==> config.mk <==
export PLATFORM = sky130hd
export DESIGN_NAME = mandelbrot_escape_pixel
export DESIGN_NICKNAME = d
export VERILOG_FILES = /design/src/rtl/mep_pkg.sv /design/src/rtl/mandelbrot_escape_pixel.sv /design/src/rtl/mep_div.sv /design/src/rtl/mep_mul.sv
export SDC_FILE = /design/constraint.sdc
export NUM_CORES = 2
export LEC_CHECK = 0
export ABC_AREA = 1
export BUFFER_PORTS_ARGS = -buffer_cell sky130_fd_sc_hd__buf_2
export CAP_MARGIN = 20
export CORE_ASPECT_RATIO = 1.25
export CORE_UTILIZATION = 37
export DETAILED_ROUTE_END_ITERATION = 8
export PLACE_DENSITY = 0.58
export REMOVE_ABC_BUFFERS = 1
export SYNTH_ARGS = -nofsm -noshare
export SYNTH_HDL_FRONTEND = slang
export SYNTH_SLANG_ARGS = --single-unit
==> constraint.sdc <==
create_clock -name clk -period 8.83 [get_ports clk]
set_clock_uncertainty 0.15 [all_clocks]
set_input_delay 1.3245 -clock clk [delete_from_list [all_inputs] [get_ports clk]]
set_output_delay 1.3245 -clock clk [all_outputs]
set_load 0.1 [all_outputs]
==> src/rtl/mep_pkg.sv <==
// ---------------------------------------------------------------------------
// mep_pkg
// Shared constants, widths and types of the mandelbrot escape-time pixel block.
// ---------------------------------------------------------------------------
package mep_pkg;

  localparam int FRAC_BITS = 28;

  // z parts and c parts, |v| <= 2 with fraction bits
  localparam int MUL_W  = FRAC_BITS + 3;
  // scaled product of two MUL_W operands, |p| <= 4
  localparam int PROD_W = FRAC_BITS + 4;
  // new z before the bound check
  localparam int Z_W    = FRAC_BITS + 6;
  // sum of the two squares
  localparam int SUM_W  = PROD_W + 1;

  // divider: 18-bit numerator scaled by 2^FRAC_BITS
  localparam int NUM_W  = 18;
  localparam int DVD_W  = NUM_W + FRAC_BITS;
  localparam int DCNT_W = $clog2(DVD_W + 1);

  localparam logic signed [MUL_W-1:0] C_ONE  = MUL_W'(1) << FRAC_BITS;
  localparam logic signed [MUL_W-1:0] C_TWO  = MUL_W'(2) << FRAC_BITS;
  localparam logic signed [Z_W-1:0]   Z_TWO  = Z_W'(2) << FRAC_BITS;
  localparam logic signed [Z_W-1:0]   Z_MTWO = -Z_TWO;
  localparam logic signed [SUM_W-1:0] S_FOUR = SUM_W'(4) << FRAC_BITS;

  localparam int CFG_AW = 4;

  // register index codes, taken from paddr[3:2]
  localparam logic [1:0] REG_WIDTH  = 2'd0;
  localparam logic [1:0] REG_HEIGHT = 2'd1;
  localparam logic [1:0] REG_MAXIT  = 2'd2;

  typedef enum logic [3:0] {
    ST_IDLE,
    ST_DIV_R,
    ST_DIV_I,
    ST_MUL_RI,
    ST_UPD,
    ST_SQR_I,
    ST_TEST,
    ST_GRAY,
    ST_GRAY_W,
    ST_FIN
  } mep_state_t;

endpackage

==> src/rtl/mandelbrot_escape_pixel.sv <==
// Two bit-serial divisions of FRAC_BITS+18 steps each map the pixel to c, then each
//   iteration takes three multiplier passes, and a third division gives the gray level
//   unless the limit is zero
// in_tready is high only while idle, and a new pixel is taken while the previous
//   result still waits on the output
// reset: synchronous active-low rst_n, registers return to 640/480/256
// ---------------------------------------------------------------------------
// mandelbrot_escape_pixel
// Escape-time evaluator for one pixel: maps the pixel to c, iterates z*z + c
// with a shared multiplier and returns the escape index and a gray level.
// ---------------------------------------------------------------------------
module mandelbrot_escape_pixel (
  input  logic                        clk,
  input  logic                        rst_n,
  // stream in
  input  logic                        in_tvalid,
  output logic                        in_tready,
  input  logic [31:0]                 in_tdata,    // pixel_x[15:0], pixel_y[31:16]
  // stream out
  output logic                        out_tvalid,
  input  logic                        out_tready,
  output logic [23:0]                 out_tdata,   // escape_count[15:0], gray_level[23:16]
  // configuration
  input  logic                        cfg_psel,
  input  logic                        cfg_penable,
  input  logic                        cfg_pwrite,
  input  logic [mep_pkg::CFG_AW-1:0]  cfg_paddr,
  input  logic [31:0]                 cfg_pwdata,
  output logic [31:0]                 cfg_prdata,
  output logic                        cfg_pready
);

  localparam int F = mep_pkg::FRAC_BITS;

  // configuration registers
  logic [15:0] width_r, height_r, max_it_r;
  logic        cfg_wr;

  assign cfg_pready = 1'b1;
  assign cfg_wr     = cfg_psel & cfg_penable & cfg_pwrite & cfg_pready;

  always_ff @(posedge clk) begin
    if (!rst_n) begin
      width_r  <= 16'd640;
      height_r <= 16'd480;
      max_it_r <= 16'd256;
    end else if (cfg_wr) begin
      case (cfg_paddr[3:2])
        mep_pkg::REG_WIDTH:  width_r  <= cfg_pwdata[15:0];
        mep_pkg::REG_HEIGHT: height_r <= cfg_pwdata[15:0];
        mep_pkg::REG_MAXIT:  max_it_r <= cfg_pwdata[15:0];
        default: ;
      endcase
    end
  end

  always_comb begin
    case (cfg_paddr[3:2])
      mep_pkg::REG_WIDTH:  cfg_prdata = {16'd0, width_r};
      mep_pkg::REG_HEIGHT: cfg_prdata = {16'd0, height_r};
      mep_pkg::REG_MAXIT:  cfg_prdata = {16'd0, max_it_r};
      default:             cfg_prdata = 32'd0;
    endcase
  end

  // clamping of the pixel to the image
  logic [15:0] w_eff, h_eff, px_in, py_in, px_cl, py_cl;

  assign w_eff = (width_r == 16'd0)  ? 16'd1 : width_r;
  assign h_eff = (height_r == 16'd0) ? 16'd1 : height_r;
  assign px_in = in_tdata[15:0];
  assign py_in = in_tdata[31:16];
  assign px_cl = (px_in > w_eff - 16'd1) ? w_eff - 16'd1 : px_in;
  assign py_cl = (py_in > h_eff - 16'd1) ? h_eff - 16'd1 : py_in;

  // shared units
  logic                              div_start, div_done;
  logic [mep_pkg::DVD_W-1:0]         div_dvd, div_q;
  logic [15:0]                       div_den;
  logic signed [mep_pkg::MUL_W-1:0]  mul_a, mul_b;
  logic signed [mep_pkg::PROD_W-1:0] mul_p;

  mep_div u_div (
    .clk      (clk),
    .rst_n    (rst_n),
    .start    (div_start),
    .dividend (div_dvd),
    .divisor  (div_den),
    .done     (div_done),
    .quotient (div_q)
  );

  mep_mul u_mul (
    .clk (clk),
    .a   (mul_a),
    .b   (mul_b),
    .p   (mul_p)
  );

  // sequencer state
  mep_pkg::mep_state_t                state_r, state_nxt;
  logic [15:0]                        py_r, py_nxt;
  logic signed [mep_pkg::MUL_W-1:0]   cr_r, cr_nxt, ci_r, ci_nxt;
  logic signed [mep_pkg::MUL_W-1:0]   zr_r, zr_nxt, zi_r, zi_nxt;
  logic signed [mep_pkg::PROD_W-1:0]  zr2_r, zr2_nxt, zi2_r, zi2_nxt;
  logic [15:0]                        iter_r, iter_nxt;
  logic [15:0]                        n_r, n_nxt;
  logic [7:0]                         gray_r, gray_nxt;
  logic                               out_valid_r, out_valid_nxt;
  logic [15:0]                        out_count_r, out_count_nxt;
  logic [7:0]                         out_gray_r, out_gray_nxt;

  logic                               in_acc;
  logic [17:0]                        num_x, num_y;
  logic [23:0]                        n255;
  logic signed [mep_pkg::Z_W-1:0]     zr_new, zi_new;
  logic signed [mep_pkg::SUM_W-1:0]   mag2;
  logic                               out_of_box;

  assign in_tready = (state_r == mep_pkg::ST_IDLE);
  assign in_acc    = in_tvalid & in_tready;
  assign num_x     = {2'b00, px_cl} + {1'b0, px_cl, 1'b0};
  assign num_y     = {1'b0, py_r, 1'b0};
  assign n255      = {n_r, 8'd0} - {8'd0, n_r};

  assign zr_new = mep_pkg::Z_W'(zr2_r) - mep_pkg::Z_W'(zi2_r) + mep_pkg::Z_W'(cr_r);
  assign zi_new = (mep_pkg::Z_W'(mul_p) <<< 1) + mep_pkg::Z_W'(ci_r);
  assign out_of_box = (zr_new > mep_pkg::Z_TWO) || (zr_new < mep_pkg::Z_MTWO) ||
                      (zi_new > mep_pkg::Z_TWO) || (zi_new < mep_pkg::Z_MTWO);
  assign mag2 = mep_pkg::SUM_W'(zr2_r) + mep_pkg::SUM_W'(mul_p);

  always_comb begin
    state_nxt     = state_r;
    py_nxt        = py_r;
    cr_nxt        = cr_r;
    ci_nxt        = ci_r;
    zr_nxt        = zr_r;
    zi_nxt        = zi_r;
    zr2_nxt       = zr2_r;
    zi2_nxt       = zi2_r;
    iter_nxt      = iter_r;
    n_nxt         = n_r;
    gray_nxt      = gray_r;
    out_valid_nxt = out_valid_r;
    out_count_nxt = out_count_r;
    out_gray_nxt  = out_gray_r;
    div_start     = 1'b0;
    div_dvd       = {num_x, {F{1'b0}}};
    div_den       = w_eff;
    mul_a         = zr_r;
    mul_b         = zi_r;

    if (out_valid_r && out_tready) begin
      out_valid_nxt = 1'b0;
    end

    case (state_r)
      mep_pkg::ST_IDLE: begin
        if (in_acc) begin
          py_nxt    = py_cl;
          div_start = 1'b1;
          state_nxt = mep_pkg::ST_DIV_R;
        end
      end
      mep_pkg::ST_DIV_R: begin
        div_dvd = {num_y, {F{1'b0}}};
        div_den = h_eff;
        if (div_done) begin
          cr_nxt    = $signed({1'b0, div_q[F+1:0]}) - mep_pkg::C_TWO;
          div_start = 1'b1;
          state_nxt = mep_pkg::ST_DIV_I;
        end
      end
      mep_pkg::ST_DIV_I: begin
        if (div_done) begin
          ci_nxt   = $signed({1'b0, div_q[F+1:0]}) - mep_pkg::C_ONE;
          zr_nxt   = '0;
          zi_nxt   = '0;
          zr2_nxt  = '0;
          zi2_nxt  = '0;
          iter_nxt = 16'd0;
          if (max_it_r == 16'd0) begin
            n_nxt     = 16'd0;
            state_nxt = mep_pkg::ST_GRAY;
          end else begin
            state_nxt = mep_pkg::ST_MUL_RI;
          end
        end
      end
      mep_pkg::ST_MUL_RI: begin
        state_nxt = mep_pkg::ST_UPD;
      end
      mep_pkg::ST_UPD: begin
        // mul_p holds zr*zi here
        zr_nxt = zr_new[mep_pkg::MUL_W-1:0];
        zi_nxt = zi_new[mep_pkg::MUL_W-1:0];
        mul_a  = zr_new[mep_pkg::MUL_W-1:0];
        mul_b  = zr_new[mep_pkg::MUL_W-1:0];
        if (out_of_box) begin
          n_nxt     = iter_r;
          state_nxt = mep_pkg::ST_GRAY;
        end else begin
          state_nxt = mep_pkg::ST_SQR_I;
        end
      end
      mep_pkg::ST_SQR_I: begin
        zr2_nxt   = mul_p;
        mul_a     = zi_r;
        mul_b     = zi_r;
        state_nxt = mep_pkg::ST_TEST;
      end
      mep_pkg::ST_TEST: begin
        // squares are kept for the next iteration, zr*zi issued meanwhile
        zi2_nxt = mul_p;
        if (mag2 > mep_pkg::S_FOUR) begin
          n_nxt     = iter_r;
          state_nxt = mep_pkg::ST_GRAY;
        end else if ({1'b0, iter_r} + 17'd1 == {1'b0, max_it_r}) begin
          n_nxt     = max_it_r;
          state_nxt = mep_pkg::ST_GRAY;
        end else begin
          iter_nxt  = iter_r + 16'd1;
          state_nxt = mep_pkg::ST_UPD;
        end
      end
      mep_pkg::ST_GRAY: begin
        div_dvd = mep_pkg::DVD_W'(n255);
        div_den = max_it_r;
        if (max_it_r == 16'd0) begin
          gray_nxt  = 8'd0;
          state_nxt = mep_pkg::ST_FIN;
        end else begin
          div_start = 1'b1;
          state_nxt = mep_pkg::ST_GRAY_W;
        end
      end
      mep_pkg::ST_GRAY_W: begin
        if (div_done) begin
          gray_nxt  = div_q[7:0];
          state_nxt = mep_pkg::ST_FIN;
        end
      end
      mep_pkg::ST_FIN: begin
        if (!out_valid_r || out_tready) begin
          out_valid_nxt = 1'b1;
          out_count_nxt = n_r;
          out_gray_nxt  = gray_r;
          state_nxt     = mep_pkg::ST_IDLE;
        end
      end
      default: begin
        state_nxt = mep_pkg::ST_IDLE;
      end
    endcase
  end

  always_ff @(posedge clk) begin
    if (!rst_n) begin
      state_r     <= mep_pkg::ST_IDLE;
      out_valid_r <= 1'b0;
      iter_r      <= 16'd0;
    end else begin
      state_r     <= state_nxt;
      out_valid_r <= out_valid_nxt;
      iter_r      <= iter_nxt;
    end
  end

  always_ff @(posedge clk) begin
    py_r        <= py_nxt;
    cr_r        <= cr_nxt;
    ci_r        <= ci_nxt;
    zr_r        <= zr_nxt;
    zi_r        <= zi_nxt;
    zr2_r       <= zr2_nxt;
    zi2_r       <= zi2_nxt;
    n_r         <= n_nxt;
    gray_r      <= gray_nxt;
    out_count_r <= out_count_nxt;
    out_gray_r  <= out_gray_nxt;
  end

  assign out_tvalid = out_valid_r;
  assign out_tdata  = {out_gray_r, out_count_r};

  // checks
  a_busy_after_accept: assert property (@(posedge clk) disable iff (!rst_n)
    in_tvalid && in_tready |=> !in_tready)
    else $error("input taken while a pixel is in work");

  a_count_in_range: assert property (@(posedge clk) disable iff (!rst_n)
    out_valid_r |-> out_count_r <= max_it_r)
    else $error("escape count beyond the iteration limit");

  a_full_gray: assert property (@(posedge clk) disable iff (!rst_n)
    out_valid_r && max_it_r != 16'd0 && out_count_r == max_it_r |-> out_gray_r == 8'd255)
    else $error("point inside the set without full gray level");

  a_iter_bound: assert property (@(posedge clk) disable iff (!rst_n)
    state_r == mep_pkg::ST_TEST || state_r == mep_pkg::ST_UPD |-> iter_r < max_it_r)
    else $error("iteration index past the limit");

endmodule

==> src/rtl/mep_div.sv <==
// ---------------------------------------------------------------------------
// mep_div
// Restoring divider, one quotient bit per cycle, 16-bit nonzero divisor.
// ---------------------------------------------------------------------------
module mep_div (
  input  logic                      clk,
  input  logic                      rst_n,
  input  logic                      start,
  input  logic [mep_pkg::DVD_W-1:0] dividend,
  input  logic [15:0]               divisor,
  output logic                      done,
  output logic [mep_pkg::DVD_W-1:0] quotient
);

  logic                       busy_r,  busy_nxt;
  logic                       done_r,  done_nxt;
  logic [mep_pkg::DCNT_W-1:0] cnt_r,   cnt_nxt;
  logic [15:0]                rem_r,   rem_nxt;
  logic [mep_pkg::DVD_W-1:0]  quo_r,   quo_nxt;
  logic [15:0]                den_r,   den_nxt;
  logic [16:0]                trial;
  logic                       ge;

  // shift in the next dividend bit and try a subtract
  assign trial = {rem_r, quo_r[mep_pkg::DVD_W-1]};
  assign ge    = trial >= {1'b0, den_r};

  always_comb begin
    busy_nxt = busy_r;
    done_nxt = 1'b0;
    cnt_nxt  = cnt_r;
    rem_nxt  = rem_r;
    quo_nxt  = quo_r;
    den_nxt  = den_r;
    if (start) begin
      busy_nxt = 1'b1;
      cnt_nxt  = mep_pkg::DCNT_W'(mep_pkg::DVD_W - 1);
      rem_nxt  = 16'd0;
      quo_nxt  = dividend;
      den_nxt  = divisor;
    end else if (busy_r) begin
      rem_nxt = ge ? 16'(trial - {1'b0, den_r}) : trial[15:0];
      quo_nxt = {quo_r[mep_pkg::DVD_W-2:0], ge};
      cnt_nxt = cnt_r - 1'b1;
      if (cnt_r == '0) begin
        busy_nxt = 1'b0;
        done_nxt = 1'b1;
      end
    end
  end

  always_ff @(posedge clk) begin
    if (!rst_n) begin
      busy_r <= 1'b0;
      done_r <= 1'b0;
      cnt_r  <= '0;
    end else begin
      busy_r <= busy_nxt;
      done_r <= done_nxt;
      cnt_r  <= cnt_nxt;
    end
  end

  always_ff @(posedge clk) begin
    rem_r <= rem_nxt;
    quo_r <= quo_nxt;
    den_r <= den_nxt;
  end

  assign done     = done_r;
  assign quotient = quo_r;

endmodule

==> src/rtl/mep_mul.sv <==
// ---------------------------------------------------------------------------
// mep_mul
// Shared fixed-point multiplier, floor(a*b / 2^FRAC_BITS), registered output.
// ---------------------------------------------------------------------------
module mep_mul (
  input  logic                              clk,
  input  logic signed [mep_pkg::MUL_W-1:0]  a,
  input  logic signed [mep_pkg::MUL_W-1:0]  b,
  output logic signed [mep_pkg::PROD_W-1:0] p
);

  logic signed [2*mep_pkg::MUL_W-1:0]  full;
  logic signed [2*mep_pkg::MUL_W-1:0]  scaled;
  logic signed [mep_pkg::PROD_W-1:0]   p_r;

  assign full   = a * b;
  // arithmetic shift rounds toward minus infinity
  assign scaled = full >>> mep_pkg::FRAC_BITS;

  always_ff @(posedge clk) begin
    p_r <= scaled[mep_pkg::PROD_W-1:0];
  end

  assign p = p_r;

endmodule
==> impl_metrics.tcl <==
set metrics [dict create \
    worst-path-buf-inv 11 \
    place_area_um2 72250 \
    grt_overflow_total 0 \
    setup_viol_count_final 31 \
    ant_nets 0 \
    rsz0062_at_grt "true" \
    synthFlopType "edfxtp_1" \
    drive_above_1_share_pct 25.34 \
    cts_tree "done" \
    end_kind "register" \
    ff2ff_path_depth 45 \
    rows 168 \
    start_kind "register" \
    antenna_found_initial 2 \
    drt-initial-drc-count 3288 \
    finalNonFillerCells 11070 \
    slowest_stage "fa_1" \
    wl_mm 222.5 \
    outcome "finished with violations" \
    dp_cells 10770 \
    mostFrequentLayoutCell "inv_1" \
    clock_latency_ns 0.62 \
    syn2layout_area_growth_pct 28.97 \
    ios 134 \
    clock-sinks 438 \
    hold_path_depth 0 \
    final_cell_mix "inv_1 (1685), nand2_1 (1312), fa_1 (940), nor2_1 (833), buf_4 (782)" \
    synth_edf_count 313 \
    netlist.area_leader.share_pct 32.96 \
    nNetsFinal 10280 \
    dieArea_um2 171200 \
    core_um2 168000 \
    crit_top_cell "fa_1" \
    yosysTopAreaCell "fa_1" \
    numCtsBuffers 46 \
    dp_hpwl_mm 184.0 \
    cpPeakStageDelay_ns 0.56 \
    wire_per_inst_um 20.10 \
    async_flop_share_pct 0 \
    clkTransAtPathRegs_ns 0.06 \
    start_util_pct 37.36 \
    crit_fanout 4 \
    tns_ns -10.64 \
    grt_usage_pct 25.76 \
    fmax_ghz 0.1072 \
    htree_levels 2 \
    cts_buffer_depth 3 \
    grt_pass1_vias 56850 \
    grt_max_degree 68 \
    fin_crit_sh_pct 105.7 \
    fill_cells 15820 \
    layout_min_cycle_time_ns 9.331 \
    synth_area_um2 62740 \
    die_x_um 370.3 \
    vias 55030 \
    synth_area_per_cell_um2 7.993 \
    hp-class "register to register" \
    cp.required_ns 9.19 \
    dr.pass1.iters 8 \
    gp_congestion 0.9468 \
    clockRootBuffer "clkbuf_16" \
    crit_cells 45 \
    ys_seq_elements 438 \
    drv_slew 0 \
    ys_top_cells_by_area "fa_1 (33%), edfxtp_1 (15%), inv_1 (11%), nand2_1 (9.3%), ha_1 (7.0%)" \
    drc 0 \
    setup_ws_ns -0.5007 \
    violations "setup timing" \
    yosys.cell_types.count 66 \
    hold_viol_final 0 \
    cp_top_family "adder cells" \
    synthCells 7850 \
    ys_seq_area_share_pct 18.97 \
    worstMarginPinSlew_ns 1.053 \
    worstPathArrival_ns 9.69 \
    crit_type "register to register" \
    cap_violations 0 \
    slew_headroom_pct 29.80 \
    die_y_um 462.4 \
    avgViaCountPerCell 4.970 \
    fin_area_um2 80920 \
    numPortBuffers 98 \
    grt_pass1_wl_mm 336.1 \
    yosys_warnings 0 \
    dpl_worst_slack_ns -1.258 \
]
## cell families (layout without fill, tap and decap cells)
kind of cell	Yosys count	count (layout)	synth area share [%]
simple gates	2940	2940	18.81
other cells	2	19	0.01197
buf+inv	2128	3122	12.89
flops	438	438	18.97
compound gates	803	803	7.191
fa+ha+maj	1385	1385	39.98
xor+xnor	154	154	2.150
## flip-flops by register name, indices dropped and copies added, names as in the netlist, 30 cells and up
register        cells
u_mul.p            32
u_div.quotient     46
zr_r               31
cr_r               30
ci_r               31
zi2_r              32
zr2_r              32
zi_r               31
## synthesized netlist by cell type, types with 4 or more instances
library cell and n:
a211oi_1 5, a21boi_0 4, a21o_1 8, a21oi_1 347, a21oi_2 4, a31oi_1 8, a32o_1 8, and2_1 7
buf_1 14, buf_2 17, buf_4 18, clkbuf_1 180, clkinv_1 28, dfxtp_1 125, edfxtp_1 313, fa_1 1033
ha_1 352, inv_1 1834, inv_2 35, nand2_1 1561, nand2_2 8, nand3_1 162, nand3b_1 13, nand4_1 58
nor2_1 1000, nor2_2 5, nor2_4 5, nor3_1 63, nor4_1 15, o211ai_1 28, o21a_1 10, o21ai_0 229
o21ai_1 57, o21bai_1 12, o221ai_1 34, o22ai_1 25, o31ai_1 5, or2_2 25, xnor2_1 51, xor2_1 103
## cell type report
cell class	count	area, µm²	share of cell area, %
Multi-Input combinational cell	5299	47160	58.28
Sequential cell	438	11900	14.71
Timing Repair Buffer	1140	10340	12.78
Inverter	1897	7209	8.909
Tap cell	2210	2765	3.417
Clock buffer	61	1279	1.580
Clock inverter	23	251.5	0.3108
Timing Repair inverter	1	8.758	0.01082
Antenna cell	2	5.005	0.006185
## metrics by stage
| stage | hold slack (ns) | utilization, % |
|---|---|---|
| 3_5_place_dp | 0.2637 | 43.02 |
| 5_1_grt | 0.2798 | 48.18 |
| 4_1_cts | 0.2797 | 46.02 |
| 6_report | 0.2751 | 48.18 |
| 2_1_floorplan | 0.2503 | - |
| 3_3_place_gp | 0.2775 | 43.02 |
## path summary, 6_finish.rpt
path	slack, ns	endpoint	from
worst min-delay path	0.28	out_gray_r[4]$_DFFE_PP_	gray_r[4]$_SDFFCE_PP0P_
worst min register to register	0.28	out_gray_r[4]$_DFFE_PP_	gray_r[4]$_SDFFCE_PP0P_
worst max register to register	-0.50	u_mul.p[18]$_DFF_P_	zi2_r[8]$_SDFFCE_PN0P_
worst max-delay path	-0.50	u_mul.p[18]$_DFF_P_	zi2_r[8]$_SDFFCE_PN0P_
## what timing repair did
item	CTS	global route
setup endpoints to repair	32	32
pin swaps	240	409
hold buffers	0	0
gates resized for setup	680	738
buffers inserted	103	123
cloned	4	5
## metal layers
metal / wire length, µm / track usage (%) / vias to the layer above
met4: 13650 / 12.20 / 0
met2: 113700 / 46.46 / 1665
li1: - / - / 25580
met3: 9820 / 2.167 / 490
met5: 0 / 0 / -
met1: 85420 / 30.61 / 27290
Power is not shown: default switching activity piles up to over one toggle a cycle in this logic, so the estimate is an artifact.
